`src/hw/rtl/pps_pkg.sv`:
```
package pps_pkg;

   // Process store depth
   localparam int MAX_PROCS = 16;
   localparam int IDX_W     = (MAX_PROCS > 1) ? $clog2(MAX_PROCS) : 1;
   localparam int CNT_W     = $clog2(MAX_PROCS + 1);

   // Field widths
   localparam int ARR_W   = 16;
   localparam int BURST_W = 8;
   localparam int PRIO_W  = 8;
   localparam int PIDX_W  = 4;
   localparam int TIME_W  = 17;
   localparam int TAT_W   = 12;

   localparam logic [TAT_W-1:0] TAT_MAX = '1;

   // Controller to datapath commands
   typedef struct packed {
      logic load;
      logic sim_start;
      logic scan;
      logic apply;
      logic fill;
      logic finish;
   } pps_cmd_type;

   // Datapath to controller status
   typedef struct packed {
      logic start_run;
      logic empty_start;
      logic scan_last;
      logic run_done;
      logic out_last;
   } pps_status_type;

endpackage

```
`src/hw/rtl/pps_ctrl.sv`:
```
module pps_ctrl import pps_pkg::*; (
   input  logic           clock,
   input  logic           reset,
   input  logic           req_valid,
   output logic           req_ready,
   output logic           rsp_valid,
   input  logic           rsp_ready,
   input  pps_status_type status,
   output pps_cmd_type    cmd
);

   localparam logic [2:0] ST_LOAD  = 3'd0;
   localparam logic [2:0] ST_SCAN  = 3'd1;
   localparam logic [2:0] ST_APPLY = 3'd2;
   localparam logic [2:0] ST_FILL  = 3'd3;
   localparam logic [2:0] ST_HOLD  = 3'd4;

   logic [2:0] state_ff;
   logic [2:0] state_in;

   assign req_ready = (state_ff == ST_LOAD);
   assign rsp_valid = (state_ff == ST_HOLD);

   // Sequence load, tick scans, result drain
   always_comb begin
      state_in = state_ff;
      cmd      = '0;
      case (state_ff)
         ST_LOAD: begin
            if (req_valid) begin
               cmd.load = 1'b1;
               if (status.start_run && !status.empty_start) begin
                  cmd.sim_start = 1'b1;
                  state_in      = ST_SCAN;
               end
            end
         end
         ST_SCAN: begin
            cmd.scan = 1'b1;
            if (status.scan_last) begin
               state_in = ST_APPLY;
            end
         end
         ST_APPLY: begin
            cmd.apply = 1'b1;
            state_in  = status.run_done ? ST_FILL : ST_SCAN;
         end
         ST_FILL: begin
            cmd.fill = 1'b1;
            state_in = ST_HOLD;
         end
         ST_HOLD: begin
            if (rsp_ready) begin
               if (status.out_last) begin
                  cmd.finish = 1'b1;
                  state_in   = ST_LOAD;
               end else begin
                  state_in = ST_FILL;
               end
            end
         end
         default: begin
            state_in = ST_LOAD;
         end
      endcase
   end

   always_ff @(posedge clock) begin
      if (reset) begin
         state_ff <= ST_LOAD;
      end else begin
         state_ff <= state_in;
      end
   end

endmodule

```
`config.mk`:
```
export PLATFORM = sky130hd
export DESIGN_NAME = pps_ctrl
export DESIGN_NICKNAME = d
export VERILOG_FILES = /design/src/hw/rtl/pps_pkg.sv /design/src/hw/rtl/pps_ctrl.sv
export SDC_FILE = /design/constraint.sdc
export NUM_CORES = 1
export LEC_CHECK = 0
export BUFFER_PORTS_ARGS = -buffer_cell sky130_fd_sc_hd__buf_2
export CORE_AREA = 2 2 39 41
export CTS_CLUSTER_DIAMETER = 80
export DETAILED_ROUTE_END_ITERATION = 8
export DIE_AREA = 0 0 41 43
export PLACE_DENSITY = 0.46
export RECOVER_POWER = 100
export SLEW_MARGIN = 10
export SYNTH_ARGS = -nofsm -noshare
export SYNTH_HDL_FRONTEND = slang
export SYNTH_SLANG_ARGS = --single-unit
```
`constraint.sdc`:
```
create_clock -name clock -period 1.6 [get_ports clock]
set_input_delay 0 -clock clock [delete_from_list [all_inputs] [get_ports clock]]
set_output_delay 0 -clock clock [all_outputs]
set_load 0.005 [all_outputs]
```
==> impl_metrics.ini, run 1 <==
[outcome]
outcome = finished clean

[routing]
post_drt_wl_per_cell_um = 10.4
drt-pass1-iter-count = 2
detailroute.via_count = 279
viasPerCell = 4.57
drt_iter0_drc = 3
drc = 0
routed_wl_um = 637
final_antenna_net_count = 0

[clocking]
cts.sinks = 3
clk_pin_slew_ps = 40
postCtsSetupBuffers = 0
cts_root_buf = clkbuf_4
clock_latency_ps = 240
numCtsBuffers = 3
cts_tree = yes
clockBufferDepth = 2
htree_levels = 1

[worst_setup_path]
critical_path.top_delay_family = compound AO/OA/AOI/OAI gates
path_max_fanout = 10
critPathLaunchType = register
end_kind = register
slowest_delay_ps = 560
cp_num_buf_inv = 0
critical_path_class = register to register
worst_ep_arrival_time_ps = 1540
required_ps = 1710
slowest_stage = a2111oi_1
path_cells = nor4bb_4, a2111oi_1, o41ai_2

[final_layout]
regMostFlops = state_ff
area_growth_pct = 29.4
drive_gt1_share_pct = 42.2
layout_commonest_cell = buf_2
layout_common_cells = 13 x buf_2, 4 x clkbuf_1, 3 x clkbuf_4, 3 x dfxtp_1
reg.largest.list = state_ff x3
antennaDiodeCount = 0
num-nets-final = 55
largest_reg_flops = 3
fillCellCount = 167

[timing]
setup_violations = 0
skew_ps = 2.71
setup-tns-final_ps = 0
final_max_slew_viol_count = 0
rsz0062_at_grt = no
hold_viol = 0
timing.fmax_mhz = 699
holdWs_ps = 76.8
period_minus_slack_ps = 1430
slew_headroom_pct = 63.5
period_share_pct = 89.4
worstMarginPinSlew_ps = 546

[die]
ios = 17
die_h_um = 43
coreArea_sq_um = 1380
start_util_pct = 20.6
die_w_um = 41
rows = 14
die_area_sq_um = 1760

[synthesis]
synth-xor-area-share_pct = 0
ys_types = 18
synth_seq_cells = 3
yosysSeqAreaShare_pct = 21.1
synth_nets = 36
synthFlopType = dfxtp_1
postSynthAreaPerCell_sq_um = 10.6
synth_area_sq_um = 285
synthSimpleGateAreaFrac_pct = 47.4
synth_fa_ha_area_share_pct = 0
synthMuxAreaShare_pct = 0
synth_top_family_by_area = simple AND/OR/NAND/NOR gates
syn_inst = 27
ys_warn_count = 0
synth_enable_flop_cells = 0
synth_compound_area_share_pct = 18.4
async_flop_share_pct = 0

[power]
seq_power_share_pct = 31.0
p_comb_share_pct = 22.0
cellInternalPower_w = 0.000213
power.clock.fraction_pct = 47.0
p_leak_nw = 0.168
powerDensity_nw_per_um2 = 807
switching_share_pct = 28.7
peakVddDrop_v = 0.000206
switchingPower_w = 0.0000855

[job]
maxCapViolCount = 0

[placement]
numPortBuffers = 16
routabilityCongestion = 0.674
place_hpwl_um = 473

[hold_path]
hp-class = primary input to register

[global_routing]
grt_pass1_wl_um = 938
antenna_found_initial = 0
grt_util_all_layers_pct = 8.63
grt_max_degree = 11
grt_pass1_vias = 231
grt-ovfl-total = 0
==> tightest hold or removal path, stage by stage <==
cell and delay, ps:
buf_2 110, inv_1 40, a21oi_1 50, nor2_1 70
==> power groups by stage <==
stage	logic (W)	registers [W]	clock network [W]
2_1_floorplan	0.0000596	0.0000830	0
3_3_place_gp	0.0000706	0.0000952	0
3_5_place_dp	0.0000695	0.0000953	0
4_1_cts	0.0000718	0.0000941	0.000143
5_1_grt	0.0000728	0.0000939	0.000151
6_report	0.0000655	0.0000925	0.000140
==> per-stage QoR <==
stage               std cells  setup WS, ps  instance area [sq um]  total power [W]  util, %
floorplan                  27           460                    285         0.000143        -
global placement           56           251                    352         0.000166     25.4
detailed placement         56           252                    352         0.000165     25.4
CTS                        61           212                    388         0.000309     28.0
global route               61          58.9                    369         0.000317     26.7
finish                     61           170                    369         0.000298     26.7
==> final cells by class <==
type | count | area [sq um] | area share (%)
Multi-Input combinational cell | 20 | 173 | 46.8
Inverter | 1 | 3.75 | 1.02
Tap cell | 16 | 20.0 | 5.42
Sequential cell | 3 | 60.1 | 16.3
Clock buffer | 4 | 26.3 | 7.12
Timing Repair Buffer | 17 | 86.3 | 23.4
==> cell families after synthesis <==
group | after synthesis
AOI/OAI and AO/OA | 5
buffers and inverters | 4
DFF | 3
and+or+nand+nor | 15
==> cell usage after synthesis, types with 2 or more instances <==
library cell,count,share of area [%]
buf_6,3,12
dfxtp_1,3,21
and2_1,2,4.4
and3b_1,2,6.1
nor2_1,2,2.6
nor3b_2,2,8.8
nor4b_1,2,6.1
==> what timing repair did <==
item	4_1_cts	5_1_grt
endpoints found under the hold margin	2	0
gates resized for setup	0	0
hold buffers	1	0
==> worst paths after layout <==
| check | startpoint | endpoint | slack (ps) | cells past startpoint |
|---|---|---|---|---|
| setup / recovery | state_ff[2] | state_ff[0] | 170 | 3 |
| hold / removal | rsp_ready | state_ff[2] | 80 | 4 |
| setup reg to reg | state_ff[2] | state_ff[0] | 170 | 3 |
| hold reg to reg | state_ff[0] | state_ff[0] | 660 | 1 |
==> routing by layer <==
layer  up-vias  part of all wire (%)  track usage (%)
met2        16                    46             10.9
met4         0                   3.9             12.0
li1        138                     -                -
met3         3                   8.6             2.09
met5         -                     0                0
met1       122                    41             9.29
No activity file was read; power rests on OpenSTA's default activity.
==> inputs of run 2 (changes only) <==
--- a/config.mk
+++ b/config.mk
@@ -5,7 +5,7 @@
 export SDC_FILE = /design/constraint.sdc
 export NUM_CORES = 1
 export LEC_CHECK = 0
-export BUFFER_PORTS_ARGS = -buffer_cell sky130_fd_sc_hd__buf_2
+export BUFFER_PORTS_ARGS = -buffer_cell sky130_fd_sc_hd__clkbuf_2
 export CORE_AREA = 2 2 39 41
 export CTS_CLUSTER_DIAMETER = 80
 export DETAILED_ROUTE_END_ITERATION = 8
==> run 2 against run 1 <==
Against the previous run:
- flip-flop and latch count unchanged
- maximum frequency decreased by 1.8%
- core utilization decreased by 0.090 points
- largest cell class unchanged
- combinational power increased by 0.8%
- sequential power about the same
- first-iteration DRC count decreased by 33%
- critical path depth unchanged
- largest power group unchanged
==> impl_metrics.ini, run 2 (synthesized netlist as in run 1, its figures left out) <==
[outcome]
outcome = finished clean

[timing]
skew_ps = 1.59
setup_violations = 0
timing.fmax_mhz = 686
worstMarginPinSlew_ps = 579
hold_viol = 0
fin_ws_ps = 143
setup-tns-final_ps = 0
period_minus_slack_ps = 1460
period_share_pct = 91.0
slew_headroom_pct = 61.3
rsz0062_at_grt = no
final_max_slew_viol_count = 0

[clocking]
numCtsBuffers = 3
cts.sinks = 3
clock_latency_ps = 230
postCtsSetupBuffers = 0
clockBufferDepth = 2
htree_levels = 1
cts_tree = yes
cts_root_buf = clkbuf_4
clk_pin_slew_ps = 40

[power]
powerDensity_nw_per_um2 = 793
peakVddDrop_v = 0.000278
p_leak_nw = 0.164

[routing]
routed_wl_um = 634
met2_length_um = 278
wl_met1_um = 304
drc = 0
final_antenna_net_count = 0
viasPerCell = 4.41
post_drt_wl_per_cell_um = 10.4
wl_met3_um = 51
highest_layer = met3
drt_iter0_drc = 2
detailroute.via_count = 269
drt-pass1-iter-count = 2

[final_layout]
num-nets-final = 55
layout_common_cells = 12 x clkbuf_2, 4 x clkbuf_1, 3 x clkbuf_4, 3 x dfxtp_1
reg.largest.list = state_ff x3
multi_input_area_sq_um = 173
fillCellCount = 160
regArea_sq_um = 60.1
final_core_util_pct = 26.6
regMostFlops = state_ff
antennaDiodeCount = 0
layout_commonest_cell = clkbuf_2
drive_gt1_share_pct = 40.0
largest_reg_flops = 3
area_growth_pct = 28.9

[worst_setup_path]
worst_ep_arrival_time_ps = 1560
critPathLaunchType = register
r2r_slack_ps = 140
end_kind = register
critical_path_class = register to register
required_ps = 1700
path_max_fanout = 10

[placement]
routabilityCongestion = 0.668
place_hpwl_um = 490
numPortBuffers = 16
pre_cts_slack_ps = 252

[die]
ios = 17
rows = 14
die_h_um = 43
coreArea_sq_um = 1380
die_area_sq_um = 1760
start_util_pct = 20.6
die_w_um = 41

[global_routing]
grt-ovfl-total = 0
grt_pass1_wl_um = 903
grt_pass1_vias = 225
antenna_found_initial = 0
grt_max_degree = 11
grt_util_all_layers_pct = 8.03

[job]
maxCapViolCount = 0

[hold_path]
hp-class = primary input to register
## run 2: repair_timing
action / in CTS / in global routing
gates resized for setup: 0 / 0
hold endpoints to repair: 2 / 0
hold buffers: 1 / 0
setup endpoints to repair: 0 / 0
## run 2: path summary, 6_finish.rpt
| kind | depth (start not counted) | startpoint | endpoint |
|---|---|---|---|
| worst max-delay path | 3 | state_ff[2] | state_ff[0] |
| worst min register to register | 1 | state_ff[0] | state_ff[0] |
| worst max register to register | 3 | state_ff[2] | state_ff[0] |
| worst min-delay path | 4 | rsp_ready | state_ff[2] |
## run 2: power by group
part,internal (W),switching (W)
Sequential,0.0000802,0.0000123
Clock,0.0000935,0.0000396
Combinational,0.0000380,0.0000281
## run 2: area by class of cell
class	count	share of cell area, %
Tap cell	16	5.44
Multi-Input combinational cell	20	46.9
Clock buffer	4	7.14
Timing Repair Buffer	17	23.1
Inverter	1	1.02
Sequential cell	3	16.3
## run 2: metal layers
layer	vias up	global-route usage, %
met5	-	0
met4	0	8.00
met3	0	3.14
met2	17	9.69
met1	115	9.97
li1	137	-
## run 2: critical path, cell delays in order (launching register included)
cell and delay (ps):
dfxtp_1 530, nor4bb_4 90, a2111oi_1 580, o41ai_2 130
## run 2: metrics by stage
step	power (W)	hold WS (ps)	instances	instance area [sq um]
after floorplan	0.000143	72.4	27	285
after global placement	0.000166	237	56	352
after detailed placement	0.000166	233	56	352
after CTS	0.000305	87.4	61	388
after global routing	0.000312	92.5	61	368
final	0.000292	80.9	61	368
==> inputs of run 3 (changes only) <==
--- a/config.mk
+++ b/config.mk
@@ -6,10 +6,10 @@
 export NUM_CORES = 1
 export LEC_CHECK = 0
 export BUFFER_PORTS_ARGS = -buffer_cell sky130_fd_sc_hd__clkbuf_2
-export CORE_AREA = 2 2 39 41
+export CORE_AREA = 5 5 42 44
 export CTS_CLUSTER_DIAMETER = 80
 export DETAILED_ROUTE_END_ITERATION = 8
-export DIE_AREA = 0 0 41 43
+export DIE_AREA = 0 0 47 49
 export PLACE_DENSITY = 0.46
 export RECOVER_POWER = 100
 export SLEW_MARGIN = 10
==> run 3 against run 2 <==
Against the previous run:
- count of clock-buffer cells in the layout did not move
- critical path depth did not move
- final cell count did not move
- via count rose by 4.1%
- maximum frequency rose by 3.6%
- sequential share of layout area fell by 0.055 points
- combinational power barely moved
==> impl_metrics.ini, run 3 (synthesized netlist as in run 1, its figures left out) <==
[global_routing]
grt_pass1_wl_um = 1120
grt_max_degree = 11
antenna_found_initial = 0
grt_pass1_vias = 286
grt_util_all_layers_pct = 7.03
grt-ovfl-total = 0

[routing]
detailroute.via_count = 280
drt_iter0_drc = 3
post_drt_wl_per_cell_um = 11.2
drt-pass1-iter-count = 2
final_antenna_net_count = 0
drc = 0
routed_wl_um = 684
viasPerCell = 4.59

[job]
maxCapViolCount = 0

[placement]
pre_cts_slack_ps = 249
dpl.cell_count = 56
routabilityCongestion = 0.668
place_hpwl_um = 524
numPortBuffers = 16

[clocking]
htree_levels = 1
numCtsBuffers = 3
clock_latency_ps = 230
postCtsSetupBuffers = 0
clk_pin_slew_ps = 40
clockBufferDepth = 2
cts_tree = yes
cts_root_buf = clkbuf_4
cts.sinks = 3

[timing]
skew_ps = 3.26
slew_headroom_pct = 65.0
timing.fmax_mhz = 711
worstMarginPinSlew_ps = 524
setup_violations = 0
fin_ws_ps = 194
period_minus_slack_ps = 1410
setup-tns-final_ps = 0
final_max_slew_viol_count = 0
period_share_pct = 87.9
hold_viol = 0
rsz0062_at_grt = no

[final_layout]
area_growth_pct = 29.4
num-nets-final = 55
layout_common_cells = 13 x clkbuf_2, 3 x clkbuf_4, 3 x clkbuf_1, 3 x dfxtp_1
final_cells = 61
layout_commonest_cell = clkbuf_2
antennaDiodeCount = 0
largest_reg_flops = 3
drive_gt1_share_pct = 42.2
reg.largest.list = state_ff x3
regMostFlops = state_ff

[hold_path]
min_from = rsp_ready
hp-class = primary input to register

[power]
p_comb_share_pct = 22.6
powerDensity_nw_per_um2 = 789
peakVddDrop_v = 0.000338
cellInternalPower_w = 0.000212
switching_share_pct = 27.4
power.clock.fraction_pct = 45.5
p_leak_nw = 0.167
switchingPower_w = 0.0000797
seq_power_share_pct = 31.8

[die]
die_area_sq_um = 2300
die_h_um = 49
ios = 17
coreArea_sq_um = 1400
start_util_pct = 20.4
die_w_um = 47
rows = 14

[worst_setup_path]
required_ps = 1700
worst_ep_arrival_time_ps = 1510
path_max_fanout = 10
reg2reg_from = state_ff[2]
r2r_slack_ps = 190
end_kind = register
crit_start = state_ff[2]
critical_path_class = register to register
critPathLaunchType = register

[outcome]
outcome = finished clean
==> run 3: path summary, 6_finish.rpt <==
path	endpoint	cells after the start
worst min register to register	state_ff[0]	1
worst max register to register	state_ff[0]	3
worst max-delay path	state_ff[0]	3
worst min-delay path	state_ff[2]	4
==> run 3: area by class of cell <==
cell class / count / area [sq um]
inverters: 1 / 3.75
multi-input cells: 20 / 173
well taps: 16 / 20.0
clock buffers: 4 / 26.3
repair buffers: 17 / 86.3
fillers: 178 / 1030
flip-flops and latches: 3 / 60.1
==> run 3: worst max-delay path, cell delays in order, from the launching register on <==
cell and delay [ps]:
dfxtp_1 520, nor4bb_4 80, a2111oi_1 540, o41ai_2 130
==> run 3: timing repair <==
action                                 4_1_cts  5_1_grt
endpoints found under the hold margin        1        0
gates resized for setup                      0        0
hold buffers                                 1        0
==> run 3: power groups by stage <==
stage / clock (W) / sequential [W] / combinational (W)
floorplan: 0 / 0.0000830 / 0.0000596
global placement: 0 / 0.0000951 / 0.0000708
detailed placement: 0 / 0.0000954 / 0.0000704
CTS: 0.000139 / 0.0000944 / 0.0000725
global route: 0.000156 / 0.0000940 / 0.0000736
finish: 0.000133 / 0.0000927 / 0.0000660
==> run 3: metal layers <==
layer | part of all wire, % | vias up | global-route usage, %
met2 | 55 | 7 | 10.6
met5 | 0 | - | 0
met1 | 39 | 133 | 6.78
met3 | 4.4 | 2 | 3.69
met4 | 2.0 | 0 | 5.53
li1 | - | 138 | -
==> run 3: through the flow <==
| stage | area, sq um | hold WS (ps) | util [%] | total power, W |
|---|---|---|---|---|
| 3_3_place_gp | 352 | 231 | 25.1 | 0.000166 |
| 3_5_place_dp | 352 | 238 | 25.1 | 0.000166 |
| 6_report | 369 | 79.7 | 26.3 | 0.000291 |
| 2_1_floorplan | 285 | 72.4 | - | 0.000143 |
| 4_1_cts | 388 | 91.2 | 27.7 | 0.000306 |
| 5_1_grt | 369 | 103 | 26.3 | 0.000324 |
