`config.mk`:
```
export PLATFORM = sky130hd
export DESIGN_NAME = pps_datapath
export DESIGN_NICKNAME = d
export VERILOG_FILES = /design/src/hw/rtl/pps_pkg.sv /design/src/hw/rtl/pps_datapath.sv
export SDC_FILE = /design/constraint.sdc
export NUM_CORES = 1
export LEC_CHECK = 0
export BUFFER_PORTS_ARGS = -buffer_cell sky130_fd_sc_hd__buf_2
export CELL_PAD_IN_SITES_DETAIL_PLACEMENT = 0
export CELL_PAD_IN_SITES_GLOBAL_PLACEMENT = 1
export CORE_ASPECT_RATIO = 1.1
export CORE_UTILIZATION = 55
export CTS_BUF_LIST = sky130_fd_sc_hd__clkbuf_8
export CTS_CLUSTER_DIAMETER = 50
export DETAILED_ROUTE_END_ITERATION = 10
export GPL_TIMING_DRIVEN = 0
export HOLD_SLACK_MARGIN = 0.03
export PLACE_DENSITY = 0.86
export SYNTH_ARGS = -nofsm -noshare
export SYNTH_HDL_FRONTEND = slang
export SYNTH_SLANG_ARGS = --single-unit
```
`constraint.sdc`:
```
create_clock -name clock -period 6.7 [get_ports clock]
set_clock_uncertainty 0.2 [all_clocks]
set_input_delay 1.005 -clock clock [delete_from_list [all_inputs] [get_ports clock]]
set_output_delay 1.005 -clock clock [all_outputs]
set_load 0.01 [all_outputs]
```
`src/hw/rtl/pps_pkg.sv`:
```
package pps_pkg;

   // Process store depth
   localparam int MAX_PROCS = 16;
   localparam int IDX_W     = (MAX_PROCS > 1) ? $clog2(MAX_PROCS) : 1;
   localparam int CNT_W     = $clog2(MAX_PROCS + 1);

   // Field widths
   localparam int ARR_W   = 16;
   localparam int BURST_W = 8;
   localparam int PRIO_W  = 8;
   localparam int PIDX_W  = 4;
   localparam int TIME_W  = 17;
   localparam int TAT_W   = 12;

   localparam logic [TAT_W-1:0] TAT_MAX = '1;

   // Controller to datapath commands
   typedef struct packed {
      logic load;
      logic sim_start;
      logic scan;
      logic apply;
      logic fill;
      logic finish;
   } pps_cmd_type;

   // Datapath to controller status
   typedef struct packed {
      logic start_run;
      logic empty_start;
      logic scan_last;
      logic run_done;
      logic out_last;
   } pps_status_type;

endpackage

```
`src/hw/rtl/pps_datapath.sv`:
```
module pps_datapath import pps_pkg::*; (
   input  logic               clock,
   input  logic               reset,
   input  pps_cmd_type        cmd,
   output pps_status_type     status,
   input  logic [ARR_W-1:0]   arrival_time,
   input  logic [BURST_W-1:0] burst_time,
   input  logic [PRIO_W-1:0]  prio_level,
   input  logic               last_process,
   output logic [PIDX_W-1:0]  process_index,
   output logic [TIME_W-1:0]  finish_time,
   output logic [TAT_W-1:0]   turnaround_time,
   output logic [TAT_W-1:0]   waiting_time,
   output logic               last_result
);

   // Process stores
   logic [ARR_W-1:0]   arr_ff   [MAX_PROCS];
   logic [BURST_W-1:0] burst_ff [MAX_PROCS];
   logic [PRIO_W-1:0]  prio_ff  [MAX_PROCS];
   logic [BURST_W-1:0] rem_ff   [MAX_PROCS];
   logic [TIME_W-1:0]  fin_ff   [MAX_PROCS];
   logic [MAX_PROCS-1:0] done_ff;

   // Run control
   logic [CNT_W-1:0]   cnt_ff, cnt_in;
   logic [CNT_W-1:0]   comp_ff, comp_in;
   logic [TIME_W-1:0]  time_ff, time_in;
   logic [IDX_W-1:0]   idx_ff, idx_in;

   // Running choice of one scan
   logic [IDX_W-1:0]   best_idx_ff, best_idx_in;
   logic [PRIO_W:0]    best_prio_ff, best_prio_in;
   logic [BURST_W-1:0] best_rem_ff, best_rem_in;
   logic               found_ff, found_in;
   logic [TIME_W-1:0]  next_arr_ff, next_arr_in;

   // Result register
   logic [PIDX_W-1:0]  out_idx_ff;
   logic [TIME_W-1:0]  out_fin_ff;
   logic [TAT_W-1:0]   out_tat_ff, out_tat_in;
   logic [TAT_W-1:0]   out_wt_ff, out_wt_in;
   logic               out_last_ff;

   logic [TIME_W-1:0]  cur_arr;
   logic               arrived;
   logic               at_last;
   logic               store_write;
   logic               finishing;
   logic [TIME_W-1:0]  tat_full;
   logic [TIME_W-1:0]  wt_full;
   logic [TIME_W-1:0]  time_inc;

   assign cur_arr     = {1'b0, arr_ff[idx_ff]};
   assign arrived     = (cur_arr <= time_ff);
   assign at_last     = ((CNT_W'(idx_ff) + CNT_W'(1)) == cnt_ff);
   assign store_write = cmd.load && (burst_time != '0) && (cnt_ff < CNT_W'(MAX_PROCS));
   assign finishing   = found_ff && (best_rem_ff == BURST_W'(1));
   assign time_inc    = time_ff + TIME_W'(1);

   assign status.start_run   = last_process ||
                               ((burst_time != '0) && (cnt_ff == CNT_W'(MAX_PROCS - 1)));
   assign status.empty_start = (cnt_ff == '0) && (burst_time == '0);
   assign status.scan_last   = at_last;
   assign status.run_done    = finishing && ((comp_ff + CNT_W'(1)) == cnt_ff);
   assign status.out_last    = out_last_ff;

   // Work out times for the entry under the index, saturating to the field
   assign tat_full = fin_ff[idx_ff] - {1'b0, arr_ff[idx_ff]};
   assign wt_full  = tat_full - TIME_W'(burst_ff[idx_ff]);

   always_comb begin
      out_tat_in = (|tat_full[TIME_W-1:TAT_W]) ? TAT_MAX : tat_full[TAT_W-1:0];
      out_wt_in  = (|wt_full[TIME_W-1:TAT_W]) ? TAT_MAX : wt_full[TAT_W-1:0];
   end

   // Next values of counters, clock and scan choice
   always_comb begin
      cnt_in       = cnt_ff;
      comp_in      = comp_ff;
      time_in      = time_ff;
      idx_in       = idx_ff;
      best_idx_in  = best_idx_ff;
      best_prio_in = best_prio_ff;
      best_rem_in  = best_rem_ff;
      found_in     = found_ff;
      next_arr_in  = next_arr_ff;

      if (store_write) begin
         cnt_in = cnt_ff + CNT_W'(1);
      end

      // Open a run or a fresh scan
      if (cmd.sim_start || cmd.apply) begin
         idx_in       = '0;
         best_idx_in  = '0;
         best_prio_in = {1'b1, {PRIO_W{1'b0}}};
         best_rem_in  = '0;
         found_in     = 1'b0;
         next_arr_in  = '1;
      end
      if (cmd.sim_start) begin
         time_in = '0;
         comp_in = '0;
      end

      // Visit one entry per cycle
      if (cmd.scan) begin
         idx_in = idx_ff + IDX_W'(1);
         if (!done_ff[idx_ff]) begin
            if (arrived) begin
               if ({1'b0, prio_ff[idx_ff]} < best_prio_ff) begin
                  best_idx_in  = idx_ff;
                  best_prio_in = {1'b0, prio_ff[idx_ff]};
                  best_rem_in  = rem_ff[idx_ff];
                  found_in     = 1'b1;
               end
            end else if (cur_arr < next_arr_ff) begin
               next_arr_in = cur_arr;
            end
         end
      end

      // Run the chosen process for one tick, or skip to the next arrival
      if (cmd.apply) begin
         if (found_ff) begin
            time_in = time_inc;
            if (finishing) begin
               comp_in = comp_ff + CNT_W'(1);
            end
         end else begin
            time_in = next_arr_ff;
         end
      end

      if (cmd.fill) begin
         idx_in = idx_ff + IDX_W'(1);
      end

      if (cmd.finish) begin
         cnt_in  = '0;
         comp_in = '0;
         idx_in  = '0;
      end
   end

   always_ff @(posedge clock) begin
      if (reset) begin
         cnt_ff   <= '0;
         comp_ff  <= '0;
         time_ff  <= '0;
         idx_ff   <= '0;
         found_ff <= 1'b0;
      end else begin
         cnt_ff   <= cnt_in;
         comp_ff  <= comp_in;
         time_ff  <= time_in;
         idx_ff   <= idx_in;
         found_ff <= found_in;
      end
   end

   always_ff @(posedge clock) begin
      best_idx_ff  <= best_idx_in;
      best_prio_ff <= best_prio_in;
      best_rem_ff  <= best_rem_in;
      next_arr_ff  <= next_arr_in;
   end

   // Store writes: record load, tick service and completion
   always_ff @(posedge clock) begin
      if (store_write) begin
         arr_ff[cnt_ff[IDX_W-1:0]]   <= arrival_time;
         burst_ff[cnt_ff[IDX_W-1:0]] <= burst_time;
         prio_ff[cnt_ff[IDX_W-1:0]]  <= prio_level;
         rem_ff[cnt_ff[IDX_W-1:0]]   <= burst_time;
      end
      if (cmd.apply && found_ff) begin
         rem_ff[best_idx_ff] <= best_rem_ff - BURST_W'(1);
         if (finishing) begin
            fin_ff[best_idx_ff] <= time_inc;
         end
      end
   end

   // Completion flags, cleared by reset and at the end of each report
   always_ff @(posedge clock) begin
      if (reset || cmd.finish) begin
         done_ff <= '0;
      end else if (cmd.apply && finishing) begin
         done_ff[best_idx_ff] <= 1'b1;
      end
   end

   // Capture one result
   always_ff @(posedge clock) begin
      if (cmd.fill) begin
         out_idx_ff  <= PIDX_W'(idx_ff);
         out_fin_ff  <= fin_ff[idx_ff];
         out_tat_ff  <= out_tat_in;
         out_wt_ff   <= out_wt_in;
         out_last_ff <= at_last;
      end
   end

   assign process_index   = out_idx_ff;
   assign finish_time     = out_fin_ff;
   assign turnaround_time = out_tat_ff;
   assign waiting_time    = out_wt_ff;
   assign last_result     = out_last_ff;

endmodule

```
==> results.toml, run 1 <==
[sta]
min_period_ns = 6.57
maxSlewViolCount = 0
layout_setup_ws_ns = 0.129
finalSetupViolCount = 0
fin_crit_sh_pct = 98.1
relSlewSlack_pct = 5.40
fmax_ghz = 0.152
rsz0062_at_grt = "no"
whs_ns = 0.261
hold_violations = 0
tightest_slew_ns = 1.41
fin_setup_tns_ns = 0

[clock_tree]
cts_sinks = 1048
clk_latency_ns = 0.83
clockRootBuffer = "clkbuf_8"
cts_buffers = 164
cts.clk_slew.worst_paths_ns = 0.06
cts_max_path_buffers = 3
cts.htree.levels = 4
cts_hold_buffers = 0
cts_tree = "built"

[setup_path]
rr_worst_depth = 19
cp_top_family = "buffers and inverters"
crit_chain = "clkbuf_2, clkbuf_2, clkbuf_1, mux4_2, ha_1, and2_1, a221o_1, o21a_1, o21a_1, nor2_1, xnor2_1, ha_2, nor2b_1, a221oi_2, buf_4, a211o_1, o211ai_2, buf_6, o2111ai_1"
r2r_end = "waiting_time[7]$_SDFFCE_PP1P_"
critPathKind = "reg2reg"
critPathArrivalTime_ns = 6.90
critPathMaxFanout = 10
cpMaxStageDelayCell = "clkbuf_1"
slowest_delay_ns = 0.70
crit_path_end_kind = "flip-flop"
critPathRequiredTime_ns = 7.03
critPathBufInv = 5
reg2reg_slack_ns = 0.13
worstSetupStartpointType = "flip-flop"

[synthesis]
ys_warn_count = 0
synth_area_um2 = 44200
synth_nets = 2703
ys_ff_latch = 1048
postSynthAreaPerCell_um2 = 17.1
synthCells = 2588
yosysSeqAreaShare_pct = 69.1
synth_cell_types = 75
ys_async_sr_fraction_pct = 0
synth_flop_cell = "edfxtp_1"
synth-edff-count = 958

[global_route]
antenna_found_initial = 10
grt_pass1_vias = 26100
grt_max_degree = 50
grt_use_total_pct = 28.0
overflow = 0
grt_pass1_wl_mm = 165

[power]
finalPower_mw = 13.9
power.internal_mw = 10.4
p_seq_share_pct = 52.8
switching_power_mw = 3.55
pwr-share-comb_pct = 10.9
swShare_pct = 25.5
ir_worst_vdd_uv = 227
power_density_nw_per_um2 = 276
power.leakage_nw = 17.0
pwr-share-clk_pct = 36.3

[layout]
fin_nets = 3007
final_cells = 4069
layout-drive-gt1-share_pct = 24.5
fin_area_um2 = 50300
syn2layout_area_growth_pct = 13.7
fin_util_pct = 63.5

[routing]
via_per_inst = 6.30
drc = 1
drt_iter0_drc = 3193
dr_wl_met2_mm = 55.0
wl_mm = 112
vias = 25600
met1_length_mm = 41.4
met3_length_mm = 10.9
ant_nets = 0
wl_per_cell_um = 27.5
drt_first_pass_iters = 9
top_layer = "met5"

[hold_path]
hold_end = "best_prio_ff[1]$_DFF_P_"
min_from = "best_prio_ff[1]$_DFF_P_"
min_path_type = "reg2reg"
hold_depth = 2

[status]
violations = "design-rule violations"
outcome = "finished with violations"

[floorplanning]
die_area_um2 = 81600
rows = 108
fp.coreArea_um2 = 79200
initial_utilization_pct = 55.9
ioPinCount = 92
fp.dieH_um = 299
fp.dieW_um = 272

[placement]
place_inst = 3771
hpwl_mm = 76.9
pre_cts_slack_ns = -1.61
place_area_um2 = 47000
finalWeightedCongestion = 0.896
numPortBuffers = 90

[job]
cap_violations = 0
==> power groups by stage <==
stage / Combinational, mW / Sequential, mW / Clock, mW
6_report: 1.51 / 7.34 / 5.05
3_5_place_dp: 1.47 / 7.47 / 0
2_1_floorplan: 0.986 / 7.46 / 0
5_1_grt: 1.64 / 7.34 / 5.40
3_3_place_gp: 1.41 / 7.47 / 0
4_1_cts: 1.48 / 7.33 / 5.12
==> worst min-delay path, delay by kind of cell (launching register included) <==
kind | cells | cell delay (ns)
flip-flops | 1 | 0.31
AND/OR/NAND/NOR | 1 | 0.05
multiplexers | 1 | 0.05
==> cell usage in the layout, fill, tap and decap left out, types with 14 or more instances in the layout <==
cell      netlist  routed
edfxtp_1      958     958
mux4_2        281     281
nand2_1       188     188
clkbuf_8        0     174
o21ai_0       147     143
inv_1          95     141
nor2_1        153     137
buf_2          28     102
dfxtp_1        90      89
clkbuf_1      100      81
ha_1           72      71
a21oi_1        56      56
clkinv_1        0      45
mux2i_1        42      42
nand3_1        36      36
xnor2_1        38      35
a21o_1         33      33
buf_6           4      24
buf_8           0      19
nor3_1         27      18
nand4_1        17      17
clkinv_2        0      17
xor2_1         16      16
nor2b_1        15      15
nand2b_1       15      15
buf_16          0      14
==> worst max path at each step <==
stage / start / end / depth (start not counted)
after floorplan: flip-flop / waiting_time[10]$_SDFFCE_PP1P_ / 21
after global placement: burst_time[6] / arr_ff[0][3]$_DFFE_PP_ / 9
final: flip-flop / waiting_time[7]$_SDFFCE_PP1P_ / 19
after detailed placement: flip-flop / waiting_time[3]$_SDFFCE_PP1P_ / 22
after global routing: flip-flop / waiting_time[3]$_SDFFCE_PP1P_ / 18
after CTS: flip-flop / waiting_time[3]$_SDFFCE_PP1P_ / 21
==> registers in the layout (all words and copies together) (netlist names), 9 cells and up, named ones only <==
register         flops
arr_ff             256
best_prio_ff         9
burst_ff           128
done_ff             16
fin_ff             272
finish_time         17
next_arr_ff         17
prio_ff            128
rem_ff             128
time_ff             17
turnaround_time     12
waiting_time        12
==> final cells by class <==
type,count,area (µm²)
antenna,2,5.00
tap,1045,1310
buffer,147,886
timing repair buffer,141,1340
fill,5476,28900
clock inverter,130,781
multi-input combinational,1295,12800
sequential,1048,30600
inverter,95,357
clock buffer,166,2280
==> cell families after synthesis <==
family / Yosys count / share of synthesized area (%)
DFF: 1048 / 69.1
and+or+nand+nor: 515 / 5.34
muxes: 330 / 15.6
AOI/OAI and AO/OA: 321 / 4.41
buffers and inverters: 245 / 2.31
adders and majority gates: 75 / 2.15
xor gates and xnor gates: 54 / 1.07
==> synth_stat cells (all sizes together), types with 15 or more instances <==
master | count | area share [%]
mux2i | 42 | 0.95
a21oi | 56 | 0.63
ha | 72 | 2.0
buf | 49 | 0.64
nand2 | 188 | 1.6
mux4 | 286 | 15
nand3 | 37 | 0.43
clkbuf | 101 | 0.86
edfxtp | 958 | 65
dfxtp | 90 | 4.1
and3 | 21 | 0.30
nand2b | 15 | 0.21
inv | 95 | 0.81
o21ai | 149 | 1.7
xnor2 | 38 | 0.75
nand4 | 18 | 0.29
xor2 | 16 | 0.32
nor2b | 15 | 0.21
a21o | 33 | 0.56
nor2 | 153 | 1.3
nor3 | 28 | 0.33
==> timing repair <==
item	CTS	global route
buffers inserted	0	2
gates resized for setup	69	18
endpoints found under the setup margin	24	12
pin swaps	0	1
==> metal layers <==
layer / vias to the layer above / global-route usage [%]
li1: 10900 / -
met1: 13100 / 36.1
met2: 1420 / 45.8
met3: 284 / 6.64
met4: 10 / 12.0
met5: - / 0
Power figures use the tool's default switching activity.
==> inputs of run 2 (changes only) <==
PLACE_DENSITY = 0.91   (was 0.86)
==> results.toml, run 2 (synthesized netlist as in run 1, its figures left out) <==
[sta]
tightest_slew_ns = 1.51
fin_crit_sh_pct = 96.3
maxSlewViolCount = 17
min_period_ns = 6.45
rsz0062_at_grt = "no"
whs_ns = 0.266
relSlewSlack_pct = -1.21
fmax_ghz = 0.155
finalSetupViolCount = 0
fin_setup_tns_ns = 0
hold_violations = 0

[layout]
final_cell_mix = "edfxtp_1 (958), mux4_2 (281), nand2_1 (188), clkbuf_8 (173), inv_1 (148)"
final_cells = 4066
syn2layout_area_growth_pct = 14.0
layout_commonest_cell = "edfxtp_1"
layout-drive-gt1-share_pct = 24.7
largest_register = "fin_ff"
fin_nets = 3002
largest_reg_flops = 272

[floorplanning]
die_area_um2 = 81600
initial_utilization_pct = 55.9
fp.coreArea_um2 = 79200
rows = 108
fp.dieW_um = 272
ioPinCount = 92
fp.dieH_um = 299

[clock_tree]
cts_tree = "built"
clockRootBuffer = "clkbuf_8"
cts_hold_buffers = 0
clk_latency_ns = 0.85
cts.clk_slew.worst_paths_ns = 0.06
cts_buffers = 161
cts_sinks = 1048
cts.htree.levels = 4
cts_max_path_buffers = 3

[routing]
wl_mm = 114
via_per_inst = 6.33
drt_first_pass_iters = 8
ant_nets = 0
drc = 0
vias = 25700
wl_per_cell_um = 28.1
drt_iter0_drc = 3005

[setup_path]
worstSetupStartpointType = "flip-flop"
crit_path_end_kind = "flip-flop"
critPathMaxFanout = 19
critPathArrivalTime_ns = 6.78
critPathRequiredTime_ns = 7.03
r2r_end = "waiting_time[2]$_SDFFCE_PP1P_"
reg2reg_slack_ns = 0.25
critPathKind = "reg2reg"
rr_worst_depth = 21

[hold_path]
hold_depth = 2
hold_end = "best_prio_ff[6]$_DFF_P_"
min_path_type = "reg2reg"
min_from = "best_prio_ff[6]$_DFF_P_"

[placement]
hpwl_mm = 78.0
finalWeightedCongestion = 0.913
place_inst = 3770
numPortBuffers = 90

[global_route]
grt_pass1_vias = 26400
overflow = 0
antenna_found_initial = 11
grt_max_degree = 50
grt_pass1_wl_mm = 168
grt_use_total_pct = 28.5

[power]
pwr-share-clk_pct = 37.2
power.internal_mw = 10.5
swShare_pct = 25.5
pwr-share-comb_pct = 10.9
switching_power_mw = 3.61
power_density_nw_per_um2 = 280
ir_worst_vdd_uv = 233
power.leakage_nw = 17.1
p_seq_share_pct = 51.9

[status]
violations = "max-capacitance violations, max-slew violations"
outcome = "finished with violations"

[job]
cap_violations = 1
==> run 2: power groups by stage <==
stage                     Clock (mW)  Sequential, mW  Combinational, mW
final                           5.25            7.34               1.54
after global routing            5.54            7.35               1.66
after CTS                       5.28            7.34               1.50
after detailed placement           0            7.47               1.47
after global placement             0            7.47               1.40
after floorplan                    0            7.46              0.986
==> run 2: layout make-up <==
| class | instances | area [µm²] |
|---|---|---|
| timing repair buffer | 140 | 1300 |
| inverter | 95 | 357 |
| sequential | 1048 | 30600 |
| fill | 5345 | 28700 |
| buffer | 146 | 912 |
| clock inverter | 126 | 845 |
| multi-input combinational | 1295 | 12800 |
| antenna | 1 | 2.50 |
| clock buffer | 170 | 2340 |
| tap | 1045 | 1310 |
==> run 2: how the worst max path moves through the flow <==
stage	endpoint	start	cells past startpoint
final	waiting_time[2]$_SDFFCE_PP1P_	flip-flop	21
after global placement	arr_ff[0][9]$_DFFE_PP_	burst_time[6]	9
after floorplan	waiting_time[10]$_SDFFCE_PP1P_	flip-flop	21
after detailed placement	waiting_time[10]$_SDFFCE_PP1P_	flip-flop	22
after CTS	waiting_time[2]$_SDFFCE_PP1P_	flip-flop	21
after global routing	waiting_time[10]$_SDFFCE_PP1P_	flip-flop	21
==> run 2: what timing repair did <==
action                     4_1_cts  5_1_grt
setup endpoints to repair       24       13
gates resized for setup         61       55
pin swaps                        1        2
buffers inserted                 1        2
==> run 2: worst max-delay path, cell delays in order, from the launching register on <==
cell	delay [ns]
dfxtp_1	0.42
buf_4	0.25
buf_8	0.24
clkbuf_8	0.25
buf_4	0.27
clkbuf_8	0.26
mux4_2	0.34
mux4_2	0.60
ha_1	0.40
and2_1	0.18
a221o_2	0.44
o21a_1	0.27
o21a_1	0.18
nor2_1	0.10
xnor2_1	0.18
ha_2	0.35
buf_4	0.16
a221oi_2	0.29
nand3b_1	0.17
o211ai_4	0.27
buf_6	0.19
nand4_1	0.11
==> run 2: metrics by stage <==
stage / setup WS, ns / power, mW / cell area, µm² / utilization (%)
after floorplan: 0.579 / 8.44 / 44200 / -
after global placement: -2.18 / 8.87 / 46000 / 58.1
after detailed placement: -1.81 / 8.95 / 46900 / 59.3
after CTS: 0.0165 / 14.1 / 50300 / 63.5
after global routing: 0.0132 / 14.5 / 50400 / 63.7
final: 0.251 / 14.1 / 50400 / 63.7
==> run 2: layer usage <==
metal / GRT usage [%] / share of wire, % / wire length, µm
met1: 35.9 / 36 / 40800
met2: 47.4 / 50 / 57100
met3: 5.66 / 9.7 / 11000
met4: 13.8 / 4.5 / 5150
met5: 0 / 0.081 / 92
